<file path="src/blfa_pkg.sv">
// Shared types, codes and helpers for the bitmap lowest-free ID allocator.
// No dependencies; imported by every module of the block.
`default_nettype none

package blfa_pkg;

    // Word address width: covers a clamped word count of up to 127.
    localparam int WORD_AW   = 7;
    localparam int WORD_BITS = 64;
    localparam int BIT_AW    = 6;
    localparam int ID_W      = 12;

    localparam logic REQ_ALLOC = 1'b0;
    localparam logic REQ_FREE  = 1'b1;

    typedef enum logic [1:0] {
        STAT_OK           = 2'd0,
        STAT_INVALID      = 2'd1,
        STAT_ALREADY_FREE = 2'd2,
        STAT_FULL         = 2'd3
    } status_t;

    typedef enum logic [1:0] {
        S_IDLE,
        S_MODIFY,
        S_SCAN,
        S_FIND
    } state_t;

    typedef struct packed {
        logic                 rd_en;
        logic [WORD_AW-1:0]   rd_addr;
        logic                 wr_en;
        logic [WORD_AW-1:0]   wr_addr;
        logic [WORD_BITS-1:0] wr_data;
    } mem_req_t;

    typedef struct packed {
        logic               en;
        logic [WORD_AW-1:0] addr;
        logic               full;
    } full_upd_t;

    typedef struct packed {
        logic               found;
        logic [WORD_AW-1:0] index;
    } scan_res_t;

    // Lowest clear bit; an all-ones word gives the top bit position.
    function automatic logic [BIT_AW-1:0] lowest_zero(input logic [WORD_BITS-1:0] word);
        logic [BIT_AW-1:0] pos;
        pos = BIT_AW'(WORD_BITS - 1);
        for (int i = WORD_BITS - 2; i >= 0; i--) begin
            if (!word[i]) begin
                pos = BIT_AW'(i);
            end
        end
        return pos;
    endfunction

endpackage

`default_nettype wire

</file>
<file path="src/blfa_word_mem.sv">
// Bitmap word store: one 64-bit word per entry, registered read.
// Per-entry valid bits make unwritten entries read as all free. Uses blfa_pkg.
`default_nettype none

module blfa_word_mem
    import blfa_pkg::*;
#(
    parameter int DEPTH = 64
)
(
    input  wire logic                 clk,
    input  wire logic                 rst_n,
    input  wire mem_req_t             req,
    output logic [WORD_BITS-1:0]      rd_data
);

    localparam int AW = (DEPTH > 1) ? $clog2(DEPTH) : 1;

    logic [WORD_BITS-1:0] mem [DEPTH];
    logic [DEPTH-1:0]     valid_reg;
    logic [WORD_BITS-1:0] rd_data_reg;
    logic                 rd_valid_reg;

    always_ff @(posedge clk) begin
        if (req.wr_en) begin
            mem[req.wr_addr[AW-1:0]] <= req.wr_data;
        end
        if (req.rd_en) begin
            rd_data_reg <= mem[req.rd_addr[AW-1:0]];
        end
    end

    always_ff @(posedge clk or negedge rst_n) begin
        if (!rst_n) begin
            valid_reg    <= '0;
            rd_valid_reg <= 1'b0;
        end
        else begin
            if (req.wr_en) begin
                valid_reg[req.wr_addr[AW-1:0]] <= 1'b1;
            end
            if (req.rd_en) begin
                rd_valid_reg <= valid_reg[req.rd_addr[AW-1:0]];
            end
        end
    end

    // Never-written words are all free
    assign rd_data = rd_valid_reg ? rd_data_reg : '0;

endmodule

`default_nettype wire

</file>
<file path="config.mk">
export PLATFORM = sky130hd
export DESIGN_NAME = blfa_word_mem
export DESIGN_NICKNAME = d
export VERILOG_FILES = /design/src/blfa_pkg.sv /design/src/blfa_word_mem.sv
export SDC_FILE = /design/constraint.sdc
export NUM_CORES = 2
export LEC_CHECK = 0
export CORE_UTILIZATION = 50
export CTS_BUF_LIST = sky130_fd_sc_hd__clkbuf_4
export CTS_CLUSTER_DIAMETER = 120
export DETAILED_ROUTE_END_ITERATION = 8
export DONT_BUFFER_PORTS = 1
export PLACE_DENSITY = 0.72
export SYNTH_ARGS = -nofsm -noshare
export SYNTH_HDL_FRONTEND = slang
export SYNTH_SLANG_ARGS = --single-unit
</file>
<file path="constraint.sdc">
create_clock -name clk -period 4.9 [get_ports clk]
set_clock_uncertainty 0.1 [all_clocks]
set_input_delay 0.735 -clock clk [delete_from_list [all_inputs] [get_ports clk]]
set_output_delay 0.735 -clock clk [all_outputs]
set_load 0.02 [all_outputs]
</file>
==> flow_summary.ini <==
[run_status]
status = finished clean

[sta]
finalHoldViolCount = 0
slew_headroom_pct = 9.09
setup_viol = 0
fmax_mhz = 211
setup_tns_ps = 0
rsz0062_at_grt = false
fin_crit_ps = 4730
timing.final.ws_setup_ps = 169
finalCritPeriodShare_pct = 96.6
whs_ps = 59.0
final_max_slew_viol_count = 0
tightest_slew_ps = 1360

[layout]
drive_above_1_share_pct = 40.6
fillers = 22200
area_delta_synth_final_pct = 15.5
register_area_sq_mm = 0.127
largest_reg_flops = 4096
final_core_util_pct = 58.0
nets = 7724
multi_input_area_sq_mm = 0.0323

[place]
place.gp.congestion = 0.768
place_ws_ps = 901
dp_hpwl_mm = 195
portBuffers = 0

[routing]
vias = 79500
antenna_left = 0
wirelength_mm = 426
drc = 0
drtPass1Iterations = 6
drt_iter0_markers = 11800
wire_per_inst_um = 34.1
via_per_inst = 6.37

[clock_network]
clk_pin_slew_ps = 70
root_buffer = clkbuf_4
clock-sinks = 4225
cts_made_buffers = 1116
cts_setup_buffers = 0
cts_tree = done
htreeDepth = 7
worst_skew_pair.late_latency_ps = 1640
clockBufferDepth = 5

[flow_run]
max_cap_violations = 0

[worst_setup_path]
path_class = input pin to flop
cp.arrival_ps = 6060
crit_path_start_kind = input pin
crit_path_end_kind = flop
critical_path_required_ps = 6220
cp_max_fo = 142

[synthesis]
syn_area_per_cell_sq_um = 25.3
yosys-top-cells-count = edfxtp_1 (4160), mux4_2 (1289), clkbuf_1 (182)
synth_top_area_share_pct = 78.2
synth.distinct_cells = 29
yosys_warnings = 0
ys_ff_latch = 4225
synth_flop_cell = edfxtp_1
synth_area_leader_cell = edfxtp_1
syn_nets = 6392
seq_area_frac_synth_pct = 79.2
synth_most_common_cell = edfxtp_1
syn_area_sq_mm = 0.160
synthArstFlopShare_pct = 1.54
ys_top_cells_by_area = edfxtp_1 (78%), mux4_2 (18%), dfrtp_1 (1.0%), a22oi_1 (0.62%), clkbuf_1 (0.43%)
synth_edf_count = 4160
synth_cells = 6310

[power]
leakagePower_nw = 59.1
power.total_mw = 72.7
ir_drop_uv = 247
p_per_area_mw_per_mm2 = 394

[grt]
first_global_vias = 81800
grt_pass1_wl_mm = 594
antenna_found_initial = 15
gr-total-overflow = 0
grtUsageTotal_pct = 26.7
grt_max_degree = 1036

[die]
die_w_um = 567
start_util_pct = 50.2
rows = 207
die_area_sq_mm = 0.322
core_sq_mm = 0.318
die_h_um = 567
io-pin-count = 146

[min_path]
hold_class = input pin to flop
layer usage:
| metal | vias to the layer above | share of wire [%] | GRT usage, % |
|---|---|---|---|
| met2 | 5803 | 49 | 42.3 |
| li1 | 30800 | - | - |
| met4 | 2 | 4.2 | 12.7 |
| met3 | 1033 | 12 | 6.24 |
| met5 | - | 0.0030 | 0 |
| met1 | 41800 | 36 | 35.2 |
where the power goes:
part	internal, mW	switching, mW
Sequential	40.1	0.218
Combinational	1.81	2.07
Clock	15.0	13.5
stage by stage:
stage | instance area, sq um | std cells
floorplan | 160000 | 6310
global placement | 167000 | 10400
detailed placement | 167000 | 10400
CTS | 184000 | 12500
global route | 184000 | 12500
finish | 184000 | 12500
cell usage in the layout (no fill, tap or decap), types with 2 or more instances in the layout:
master	count
buf_4	130
nor2_1	5
diode_2	27
edfxtp_1	4160
nor2b_1	5
buf_16	33
buf_12	182
or2_2	65
dlygate4sd3_1	199
clkbuf_16	4
a31oi_1	2
inv_2	20
a311oi_1	2
nand2_1	74
and2_1	64
inv_1	3
mux4_2	1289
mux2i_1	20
nor2_4	63
nand2b_1	3
nor2b_4	2
nand3b_1	2
clkinvlp_4	3
bufinv_16	12
dfrtp_1	64
clkinv_2	16
clkinv_1	169
a22oi_1	132
nand3_1	10
nor3_4	2
clkbuf_4	1537
cells by family (layout without fill, tap and decap cells):
| kind of cell | after synthesis | count (layout) | share of synthesized area, % |
|---|---|---|---|
| flip-flops | 4225 | 4225 | 79.2 |
| buffers and inverters | 337 | 2309 | 0.900 |
| AO/OA/AOI/OAI | 139 | 139 | 0.653 |
| multiplexers | 1309 | 1309 | 18.3 |
| other | 0 | 27 | 0 |
| AND/OR/NAND/NOR | 300 | 300 | 0.948 |
worst max-delay path, cell delays in order:
cell and delay [ps]:
buf_16 430, buf_16 470, buf_16 480, buf_16 490
mux4_2 400, mux4_2 460, dlygate4sd3_1 590, a22oi_1 200
dlygate4sd3_1 600, nand2_1 70, dlygate4sd3_1 560
area by class of cell:
class / instances / share of cell area [%]
sequential: 4225 / 68.6
multi-input combinational: 1748 / 17.5
clock buffer: 1537 / 6.25
timing repair buffer: 548 / 4.13
tap: 4180 / 2.83
clock inverter: 221 / 0.640
antenna: 27 / 0.0366
inverter: 3 / 0.00610
worst paths after layout:
check	slack, ps	from	depth (start not counted)	to
setup reg to reg	1200	mem[8][12]	7	rd_data_reg[12]
hold / removal	60	req[76]	4	rd_data_reg[37]
hold reg to reg	360	valid_reg[62]	1	valid_reg[62]
max in group asynchronous	4140	rst_n	4	rd_valid_reg
min in group asynchronous	270	rst_n	4	valid_reg[50]
setup / recovery	170	req[74]	11	rd_data_reg[21]
timing repair:
action                                 4_1_cts  5_1_grt
endpoints found under the hold margin     5653        2
hold buffers                               329        1
gates resized for setup                      0        0
setup endpoints to repair                    0       15
Note: power is estimated with default switching activity, not from simulation.
