<file path="config.mk">
export PLATFORM = sky130hd
export DESIGN_NAME = blfa_free_scan
export DESIGN_NICKNAME = d
export VERILOG_FILES = /design/src/blfa_pkg.sv /design/src/blfa_free_scan.sv
export SDC_FILE = /design/constraint.sdc
export NUM_CORES = 1
export LEC_CHECK = 0
export BUFFER_PORTS_ARGS = -buffer_cell sky130_fd_sc_hd__buf_2
export CAP_MARGIN = 15
export CELL_PAD_IN_SITES_DETAIL_PLACEMENT = 1
export CELL_PAD_IN_SITES_GLOBAL_PLACEMENT = 2
export CORE_MARGIN = 2
export CORE_UTILIZATION = 40
export DETAILED_ROUTE_END_ITERATION = 7
export GPL_TIMING_DRIVEN = 0
export PLACE_DENSITY = 0.82
export SLEW_MARGIN = 10
export SYNTH_ARGS = -nofsm -noshare
export SYNTH_HDL_FRONTEND = slang
export SYNTH_SLANG_ARGS = --single-unit
</file>
<file path="constraint.sdc">
create_clock -name clk -period 3.42 [get_ports clk]
set_input_delay 0.171 -clock clk [delete_from_list [all_inputs] [get_ports clk]]
set_output_delay 0.171 -clock clk [all_outputs]
set_load 0.02 [all_outputs]
</file>
<file path="src/blfa_pkg.sv">
// Shared types, codes and helpers for the bitmap lowest-free ID allocator.
// No dependencies; imported by every module of the block.
`default_nettype none

package blfa_pkg;

    // Word address width: covers a clamped word count of up to 127.
    localparam int WORD_AW   = 7;
    localparam int WORD_BITS = 64;
    localparam int BIT_AW    = 6;
    localparam int ID_W      = 12;

    localparam logic REQ_ALLOC = 1'b0;
    localparam logic REQ_FREE  = 1'b1;

    typedef enum logic [1:0] {
        STAT_OK           = 2'd0,
        STAT_INVALID      = 2'd1,
        STAT_ALREADY_FREE = 2'd2,
        STAT_FULL         = 2'd3
    } status_t;

    typedef enum logic [1:0] {
        S_IDLE,
        S_MODIFY,
        S_SCAN,
        S_FIND
    } state_t;

    typedef struct packed {
        logic                 rd_en;
        logic [WORD_AW-1:0]   rd_addr;
        logic                 wr_en;
        logic [WORD_AW-1:0]   wr_addr;
        logic [WORD_BITS-1:0] wr_data;
    } mem_req_t;

    typedef struct packed {
        logic               en;
        logic [WORD_AW-1:0] addr;
        logic               full;
    } full_upd_t;

    typedef struct packed {
        logic               found;
        logic [WORD_AW-1:0] index;
    } scan_res_t;

    // Lowest clear bit; an all-ones word gives the top bit position.
    function automatic logic [BIT_AW-1:0] lowest_zero(input logic [WORD_BITS-1:0] word);
        logic [BIT_AW-1:0] pos;
        pos = BIT_AW'(WORD_BITS - 1);
        for (int i = WORD_BITS - 2; i >= 0; i--) begin
            if (!word[i]) begin
                pos = BIT_AW'(i);
            end
        end
        return pos;
    endfunction

endpackage

`default_nettype wire

</file>
<file path="src/blfa_free_scan.sv">
// Per-word full summary vector and priority encoder for the next non-full word.
// Uses blfa_pkg; driven by the allocator core.
`default_nettype none

module blfa_free_scan
    import blfa_pkg::*;
#(
    parameter int DEPTH = 64
)
(
    input  wire logic               clk,
    input  wire logic               rst_n,
    input  wire full_upd_t          upd,
    input  wire logic [WORD_AW-1:0] scan_from,
    input  wire logic [WORD_AW-1:0] word_count,
    output scan_res_t               res
);

    localparam int AW = (DEPTH > 1) ? $clog2(DEPTH) : 1;

    logic [DEPTH-1:0] full_reg;
    logic [DEPTH-1:0] cand;

    always_ff @(posedge clk or negedge rst_n) begin
        if (!rst_n) begin
            full_reg <= '0;
        end
        else if (upd.en) begin
            full_reg[upd.addr[AW-1:0]] <= upd.full;
        end
    end

    always_comb begin
        for (int i = 0; i < DEPTH; i++) begin
            cand[i] = !full_reg[i] && (WORD_AW'(i) >= scan_from) &&
                      (WORD_AW'(i) < word_count);
        end
    end

    // Lowest candidate word wins
    always_comb begin
        res.found = |cand;
        res.index = '0;
        for (int i = DEPTH - 1; i >= 0; i--) begin
            if (cand[i]) begin
                res.index = WORD_AW'(i);
            end
        end
    end

endmodule

`default_nettype wire

</file>
==> results.txt, run 1 <==
The final layout contains 701 nets. The number of antenna diodes in the final layout is 0. The cell at the root of the clock tree is sky130_fd_sc_hd__clkbuf_16. The worst hold path depth is 4.

After technology mapping, the gate count stands at 644. The number of cell rows came out at 42. The global-route usage over all layers came out at 0.3201. The number of global-route vias before repair came out at 5517. Input and output buffers added on the ports amount to 20. After filler insertion, the fill cell instance count of the layout stands at 1591. Clock tree synthesis found a total of 64 sinks. The arrival time at the worst endpoint is 3.06 ns. In this run the most critical hold path is launched from upd[1]. The max-slew violation count is 0. The maximum clock insertion buffer count is 2. Sorting the synthesized cells by area gives the leading types as sky130_fd_sc_hd__dfrtp_1 (30%), sky130_fd_sc_hd__mux2_2 (13%), sky130_fd_sc_hd__nand2_1 (5.7%). The global-route wire length before repair came out at 34130 um.

Synthesis instantiated 74 different standard cells from the library. In this run the mean area of a mapped cell was 8.242 um^2. The net count after synthesis is 669. The delay of the slowest cell on the worst path is 0.65 ns. The cell count of the worst reg-to-reg path came out at 1. Summing all multi-input logic gate instances after layout gives 3516 um^2. Among all stages on the critical path, the largest delay is contributed by sky130_fd_sc_hd__nor4_1. The placed standard-cell area is 5630 um^2. The number of hold violations in the final report came out at 0. The final setup violation count came out at 0. Clock-pin slew was measured on the worst setup and hold paths at 0.05 ns. At the placement stage, the worst setup path has a slack of -0.01165 ns. Summing every instance area after synthesis gives 5308 um^2. Setup repair after global routing left no endpoint under its margin. The critical register-to-register path startpoint is full_reg[15]. The cell with the most instances on the worst path is sky130_fd_sc_hd__buf_2. Traced cell by cell, the critical path runs through buf_2, buf_2, a21oi_1, a221oi_1, a21boi_0, nand2_1, nor4_1, nand2b_1, a21oi_1, buf_2.

The CTS H-tree depth came out at 3. The run finished with clean final reports. The number of nets with antenna violations after routing came out at 0.

The most used flip-flop cell after synthesis is sky130_fd_sc_hd__dfrtp_1. The sink of the worst hold path is full_reg[30]. The worst setup path is of the primary input to primary output kind.

In this run the worst path has a maximum fanout of 10. The total length of routed wires is 22420 um. In this run the critical register-to-register path is captured at full_reg[15].

After detailed routing, the average wire length per cell comes to 26.16 um. Of the synthesized area, sequential elements account for 0.3017. The latest clock arrival within the worst-skew pair is 0.32 ns. The routability-driven placement congestion ratio came out at 0.9515. The worst-case IR drop observed on VDD is 0.3918 mV. Dividing the final minimum period by the clock period gives 0.9439. The reported leakage power came out at 0.002422 uW.

The data required time of the critical path is 3.25 ns. The share of flip-flops with an asynchronous set or reset is 1.000. The die is 119.2 um wide. The fraction of synthesized cell area taken by the top area cell type came out at 0.3017. After detailed routing, the number of remaining DRC violations is 0. The flip-flop count of the largest register, all copies and words added is 64.

Yosys mapped a number of flops with a built-in enable equal to 0. Power spread over the standard cell area amounts to 438.0 nW/um^2. The core region area is 13090 um^2.

STA classifies the critical path startpoint as a primary input. The final core utilization is 0.4574. The worst hold-check slack is 0.2651 ns. The measured slew at the worst slew-check pin came out at 1.035 ns. Summing all flip-flop and latch instances after layout gives 1602 um^2.

Detailed placement finished with a half-perimeter wire length of 17890 um. The synthesized design contains 64 register bits. TritonCTS built the clock tree. The max-cap violation count is 0.

sky130_fd_sc_hd__dfrtp_1 takes more of the synthesized area than any other cell. The initial core utilization is 0.4056. The tightest slew margin relative to the limit is 0.3050. In the post-route analysis, the smallest setup slack over all paths is 0.1918 ns. The first-pass iteration count of the detailed router is 4. Grouping stages by cell kind, the critical path spends the most delay in compound AO/OA/AOI/OAI gates.

For this run, the top clock speed supported by timing is 0.3098 GHz. For flop-to-flop paths, the worst setup slack is 2.57 ns. 33 I/O pins were placed. The critical path contains buffers and inverters numbering 3 combined.

The chip height is 119.2 um. The final critical delay including setup and external delays is 3.228 ns. The layout overhead on the synthesized area came out at 12.78%. The via count of the routed design is 5507. The number of warning messages in the yosys log is 0. Summing all non-filler instances in the final layout gives an area of 5986 um^2. Of the cells placed in the final design, the portion with a size suffix greater than 1 is 0.2085. STA classifies the critical path endpoint as a primary output. The worst clock skew on the final layout is 0 ns. The total global routing overflow is 0.

The number of antenna violations at the first check in global routing was 0. The number of DRC markers in iteration 0 came out at 380. The class of the tightest hold or removal check is primary input to register. The full die area is 14210 um^2. Entering global routing, the biggest net connects 65 pins. After detailed routing, the number of vias per cell comes to 6.426. The number of buffers created by CTS came out at 9. After clock tree synthesis, the setup repair step added 0 buffers.
[routing by layer]
layer | vias to the layer above | GRT usage | wire, um
met2 | 203 | 0.5198 | 10420
met3 | 36 | 0.03784 | 1323
met5 | - | 0 | 0
met1 | 2775 | 0.4416 | 10050
li1 | 2493 | - | -
met4 | 0 | 0.1101 | 635
[cell usage in the layout (no fill, tap or decap), drive strengths merged, types with 6 or more instances in the layout]
master    n
a211oi   10
a21oi    40
nor4      9
buf      36
or3       8
nand2    81
a221oi   11
a21boi    7
and2     13
nor2     57
o31ai     6
nand3    41
mux2     60
nor3     19
nor2b     8
a2111oi   7
o21ai    38
or2       7
dfrtp    64
a31oi     9
nand2b    8
and3      7
clkbuf   42
or4       8
o21a      6
[logic make-up after synthesis]
group / share of synthesized area
flip-flops: 0.3017
AO/OA/AOI/OAI: 0.2327
AND/OR/NAND/NOR: 0.2968
other: 0.0007065
buffers and inverters: 0.04078
multiplexers: 0.1273
[layout make-up]
| class | count | share of cell area |
|---|---|---|
| multi-input cells | 532 | 0.5874 |
| clock buffers | 14 | 0.04745 |
| inverters | 4 | 0.002508 |
| well taps | 176 | 0.03679 |
| repair buffers | 21 | 0.01881 |
| plain buffers | 44 | 0.03365 |
| flip-flops and latches | 64 | 0.2676 |
| clock inverters | 2 | 0.005853 |
[worst max-delay path by stage]
stage	cells past startpoint	slack, ns	to	startpoint
after floorplan	9	1.00	res[4]	word_count[6]
after global placement	9	0.07	res[4]	word_count[2]
after detailed placement	9	-0.01	res[4]	word_count[2]
after CTS	11	0.13	res[0]	word_count[2]
after global routing	10	0.007	res[4]	word_count[1]
final	10	0.19	res[4]	word_count[1]
[where the power goes]
| part | switching [uW] | total, uW | internal, uW |
|---|---|---|---|
| logic | 435 | 692 | 258 |
| clock network | 317 | 959 | 642 |
| registers | 111 | 970 | 859 |
[cells in the mapped netlist (7+ instances only)]
master,instances
sky130_fd_sc_hd__a211oi_1,9
sky130_fd_sc_hd__or4_1,8
sky130_fd_sc_hd__o21ai_0,35
sky130_fd_sc_hd__nor3_1,18
sky130_fd_sc_hd__or3_1,8
sky130_fd_sc_hd__nand2b_1,8
sky130_fd_sc_hd__mux2_2,60
sky130_fd_sc_hd__buf_2,12
sky130_fd_sc_hd__nand2_1,81
sky130_fd_sc_hd__nor2b_1,8
sky130_fd_sc_hd__and3_1,7
sky130_fd_sc_hd__a31oi_1,9
sky130_fd_sc_hd__dfrtp_1,64
sky130_fd_sc_hd__a221oi_1,11
sky130_fd_sc_hd__nand3_1,41
sky130_fd_sc_hd__a21boi_0,7
sky130_fd_sc_hd__nor2_1,56
sky130_fd_sc_hd__clkbuf_1,26
sky130_fd_sc_hd__a21oi_1,38
sky130_fd_sc_hd__nor4_1,7
sky130_fd_sc_hd__and2_1,11
[what timing repair did]
item	in CTS	in global routing
hold buffers	1	0
endpoints found under the setup margin	1	2
gates resized for setup	1	3
hold endpoints to repair	64	0
[stage by stage]
stage | power [uW] | TNS (ns) | instances
4_1_cts | 2612 | 0 | 857
3_5_place_dp | 1647 | -0.01165 | 840
3_3_place_gp | 1623 | 0 | 840
6_report | 2622 | 0 | 857
2_1_floorplan | 1376 | 0 | 644
5_1_grt | 2722 | 0 | 857
(Power assumes the default switching activity.)
==> run 2, diff against run 1 <==
ABC_AREA = 1   (was default)
CORE_UTILIZATION = 37   (was 40)
PLACE_DENSITY = 0.83   (was 0.82)
==> run 2 against run 1 <==
The run now ends with setup timing left. Maximum frequency decreased by 32%. Flip-flop and latch count unchanged. Total power increased by 0.93%. Register-to-register slack about the same. Via count increased by 0.80%. Cell count increased by 15%. Sequential power increased by 7%. Critical path type is now register to primary output. Critical endpoint is now res[0]. Largest cell class unchanged. Largest power group unchanged.
==> results.txt, run 2 <==
The share of post-route cells with drive strength above 1 came to 0.1593 (was 0.2085). The number of antenna repair diodes came out at 0 (unchanged). The largest fanout on the critical path came out at 2 (was 10). The chip height is 120.2 um (was 119.2 um). The routability-driven placement congestion ratio was 0.9684 (was 0.9515). The sort of element at the end of the critical path was a primary output (unchanged). The delay of the slowest cell on the worst path is 0.46 ns (was 0.65 ns). The post-layout total power is 2646 uW (was 2622 uW). The final setup violation count came out at 2 (was 0). The peak supply drop came to 0.3861 mV (was 0.3918 mV). The number of warning messages in the yosys log came out at 0 (unchanged). The reported leakage power came out at 0.002674 uW (was 0.002422 uW).

The width of the die came out at 120.2 um (was 119.2 um). The internal power of the cells is 1676 uW (was 1759 uW). The number of buffer cells added on primary ports is 23 (was 20). The final-layout setup total negative slack came out at -1.391 ns (was 0 ns).

The synthesized instance count is 761 (was 644). The CTS H-tree depth is 3 (unchanged). The measured slew at the worst slew-check pin came out at 1.054 ns (was 1.035 ns). The number of hold violations in the final report is 0 (unchanged). The fraction of synthesized cell area taken by the top area cell type came to 0.3207 (was 0.3017).

Ranking of synthesized cells by area: sky130_fd_sc_hd__dfrtp_1 (32%), sky130_fd_sc_hd__nand2_1 (9.8%), sky130_fd_sc_hd__nor2_1 (7.7%) (was sky130_fd_sc_hd__dfrtp_1 (30%), sky130_fd_sc_hd__mux2_2 (13%), sky130_fd_sc_hd__nand2_1 (5.7%)). The layout overhead on the synthesized area was 18.12% (was 12.78%). The switching part of the total power came to 0.3665 (was 0.3292). The final critical delay including setup and external delays came out at 4.763 ns (was 3.228 ns). The cell at the root of the clock tree is sky130_fd_sc_hd__clkbuf_16 (unchanged). The total global routing overflow is 0 (unchanged). The number of DRC markers in iteration 0 is 295 (was 380). Run status: finished, violations left (was finished clean).

The share of synthesized area occupied by flip-flops and latches came out at 0.3207 (was 0.3017). The class of the tightest hold or removal check is primary input to register (unchanged). The mean instance size in the synthesized netlist came out at 6.562 um^2 (was 8.242 um^2). Most instantiated cells after synthesis: sky130_fd_sc_hd__nand2_1 (130), sky130_fd_sc_hd__nor2_1 (102), sky130_fd_sc_hd__inv_1 (99) (was sky130_fd_sc_hd__nand2_1 (81), sky130_fd_sc_hd__dfrtp_1 (64), sky130_fd_sc_hd__mux2_2 (60)). The number of global-route vias before repair is 5447 (was 5517). The flip-flop count of the largest register, all copies and words added is 64 (unchanged). The critical-path cell with the highest stage delay is sky130_fd_sc_hd__dfrtp_2 (was sky130_fd_sc_hd__nor4_1). The number of buffer and inverter instances along the worst setup path is 1 (was 3).

The family with the most delay on the worst path is simple AND/OR/NAND/NOR gates (was compound AO/OA/AOI/OAI gates). The core region area is 13190 um^2 (was 13090 um^2). The share of flip-flops with an asynchronous set or reset came to 1.000 (unchanged). The global-route wire length before repair is 32160 um (was 34130 um). The post-route cell area is 5898 um^2 (was 5986 um^2).

The post-detailed-placement half-perimeter wirelength is 16360 um (was 17890 um). The max-slew violation count came to 0 (unchanged). The clock-pin slew on the worst setup and hold paths came out at 0.05 ns (about the same). The final core utilization is 0.4472 (was 0.4574).

The synthesized area was 4994 um^2 (was 5308 um^2). The average wire per cell in the routed design was 21.27 um (was 26.16 um). The tightest slew margin relative to the limit came to 0.2917 (was 0.3050). The full die area is 14440 um^2 (was 14210 um^2). The class of the most critical setup path is register to primary output (was primary input to primary output). The TritonCTS clock tree is yes (unchanged). The checks that failed: setup timing.

Setup repair after global routing missed its margin: yes (was no). The max-cap violation count is 0 (unchanged). The latest clock arrival within the worst-skew pair was 0.33 ns (was 0.32 ns).

The via count of the routed design is 5551 (was 5507). The initial core utilization came out at 0.3786 (was 0.4056). The number of antenna violations at the first check in global routing is 0 (unchanged).

The count of flip-flops with a built-in enable after synthesis came out at 0 (unchanged). The maximum clock insertion buffer count came out at 2 (unchanged). The total length of routed wires is 20970 um (was 22420 um). The most used standard cell by instance count after synthesis is sky130_fd_sc_hd__nand2_1 (unchanged).

The global-route usage over all layers is 0.2985 (was 0.3201). The most frequently used flop master after synthesis was sky130_fd_sc_hd__dfrtp_1 (unchanged). The clock group share of total power came out at 0.313 (was 0.366). The most common cell after layout, fill and taps aside is sky130_fd_sc_hd__nand2_1 (unchanged). The placed standard-cell area came to 5385 um^2 (was 5630 um^2). The worst clock skew on the final layout came out at 0 ns (unchanged).

The nature of the critical path startpoint was a register (was primary input). The net switching power is 969.8 uW (was 863.1 uW). The DRC violation count after routing is 0 (unchanged). The number of primary I/O pins came to 33 (unchanged).

The synthesis-stage register bit count came out at 64 (unchanged). The arrival time at the worst endpoint is 4.59 ns (was 3.06 ns). The achievable frequency came out at 0.2099 GHz (was 0.3098 GHz). The net count reported at finish is 830 (was 701).

The smallest setup slack after layout is -1.343 ns (was 0.1918 ns). The detail-routed via count per cell came out at 5.630 (was 6.426). The number of nets with antenna violations after routing is 0 (unchanged). The portion of total power attributed to combinational logic came to 0.294 (was 0.264). The number of cell rows came to 42 (unchanged). The distinct cell type count of the synthesized netlist is 41 (was 74). The power density over cell area is 448.6 nW/um^2 (was 438.0 nW/um^2). The maximum number of pins on one net before global-route repair came out at 65 (unchanged).

The number of filler instances in the final layout is 1720 (was 1591). The data required time of the critical path is 3.25 ns (about the same). The net count after synthesis is 786 (was 669).

The final critical-path share of the clock period is 1.393 (was 0.9439). Commonest cells after routing, fill and taps aside: sky130_fd_sc_hd__nand2_1 (124), sky130_fd_sc_hd__inv_1 (94), sky130_fd_sc_hd__nor2_1 (94) (was sky130_fd_sc_hd__nand2_1 (81), sky130_fd_sc_hd__dfrtp_1 (64), sky130_fd_sc_hd__mux2_2 (60)). The number of buffers created by CTS came to 9 (unchanged). The cell type with the highest aggregate area in the netlist is sky130_fd_sc_hd__dfrtp_1 (unchanged).

The first-pass iteration count of the detailed router was 4 (unchanged). The part of the total power dissipated in sequential elements came out at 0.393 (was 0.370). The clock sink total came out at 64 (unchanged). The cell with the most instances on the worst path is sky130_fd_sc_hd__nand2_1 (was sky130_fd_sc_hd__buf_2).
[run 2: cell count changes after synthesis, sizes merged, moves of 18 or more]
cell,previous run,this run
nand3,41,15
a31oi,9,54
a21oi,40,73
inv,4,110
mux2,60,0
o21ai,38,56
nor2,57,113
nand2,81,139
[run 2: layer usage]
| metal | GRT usage | wire [um] |
|---|---|---|
| met3 | 0.04104 | 1073 |
| met1 | 0.4343 | 10100 |
| met4 | 0.07206 | 363 |
| met5 | 0 | 0 |
| met2 | 0.4695 | 9432 |
[run 2: power by group through the flow]
stage	sequential, uW	combinational [uW]	clock [uW]
floorplan	967	501	0
global placement	1030	693	0
detailed placement	1040	718	0
CTS	1030	752	842
global route	1050	867	877
finish	1040	778	829
[run 2: layout make-up]
| type | instances | area, um^2 | share of cell area |
|---|---|---|---|
| buffer | 31 | 178.9 | 0.03034 |
| multi-input combinational | 551 | 2965 | 0.5028 |
| sequential | 64 | 1603 | 0.2717 |
| clock buffer | 13 | 250.2 | 0.04243 |
| inverter | 115 | 456.7 | 0.07743 |
| clock inverter | 3 | 17.52 | 0.002970 |
| tap | 176 | 220.2 | 0.03734 |
| timing repair buffer | 33 | 206.4 | 0.03500 |
[run 2: path summary, 6_finish.rpt]
| kind | from | end | slack, ns | depth (start not counted) |
|---|---|---|---|---|
| max | full_reg[63] | res[0] | -1.34 | 64 |
| min | upd[0] | full_reg[11] | 0.1 | 3 |
| min in group asynchronous | rst_n | full_reg[60] | 0.47 | 2 |
| max reg2reg | full_reg[37] | full_reg[37] | 2.57 | 2 |
| min reg2reg | full_reg[8] | full_reg[8] | 0.49 | 2 |
| max in group asynchronous | rst_n | full_reg[63] | 2.39 | 2 |
[run 2: logic make-up after synthesis]
| family | Yosys count | share of synthesized area |
|---|---|---|
| simple gates | 331 | 0.2997 |
| compound gates | 218 | 0.2561 |
| buf+inv | 146 | 0.1208 |
| flops | 64 | 0.3207 |
| mux | 1 | 0.002005 |
| other cells | 1 | 0.0007510 |
[run 2: worst register-to-register path: stages (launching register included)]
cell and delay [ns]:
sky130_fd_sc_hd__dfrtp_1 0.43, sky130_fd_sc_hd__a21oi_1 0.18, sky130_fd_sc_hd__a31oi_1 0.07
[run 2: timing repair]
action	CTS	global route
setup endpoints to repair	6	6
resized for setup	37	22
hold buffers	1	0
buffers inserted	7	1
endpoints found under the hold margin	64	0
pin swaps	13	13
[run 2: through the flow]
step / hold WS [ns] / worst slack (ns) / std cells
after floorplan: -0.1246 / -0.3201 / 761
after global placement: 0.4298 / -1.447 / 960
after detailed placement: 0.3173 / -1.518 / 960
after CTS: 0.09033 / -1.315 / 984
after global routing: 0.1178 / -2.050 / 986
final: 0.09524 / -1.343 / 986
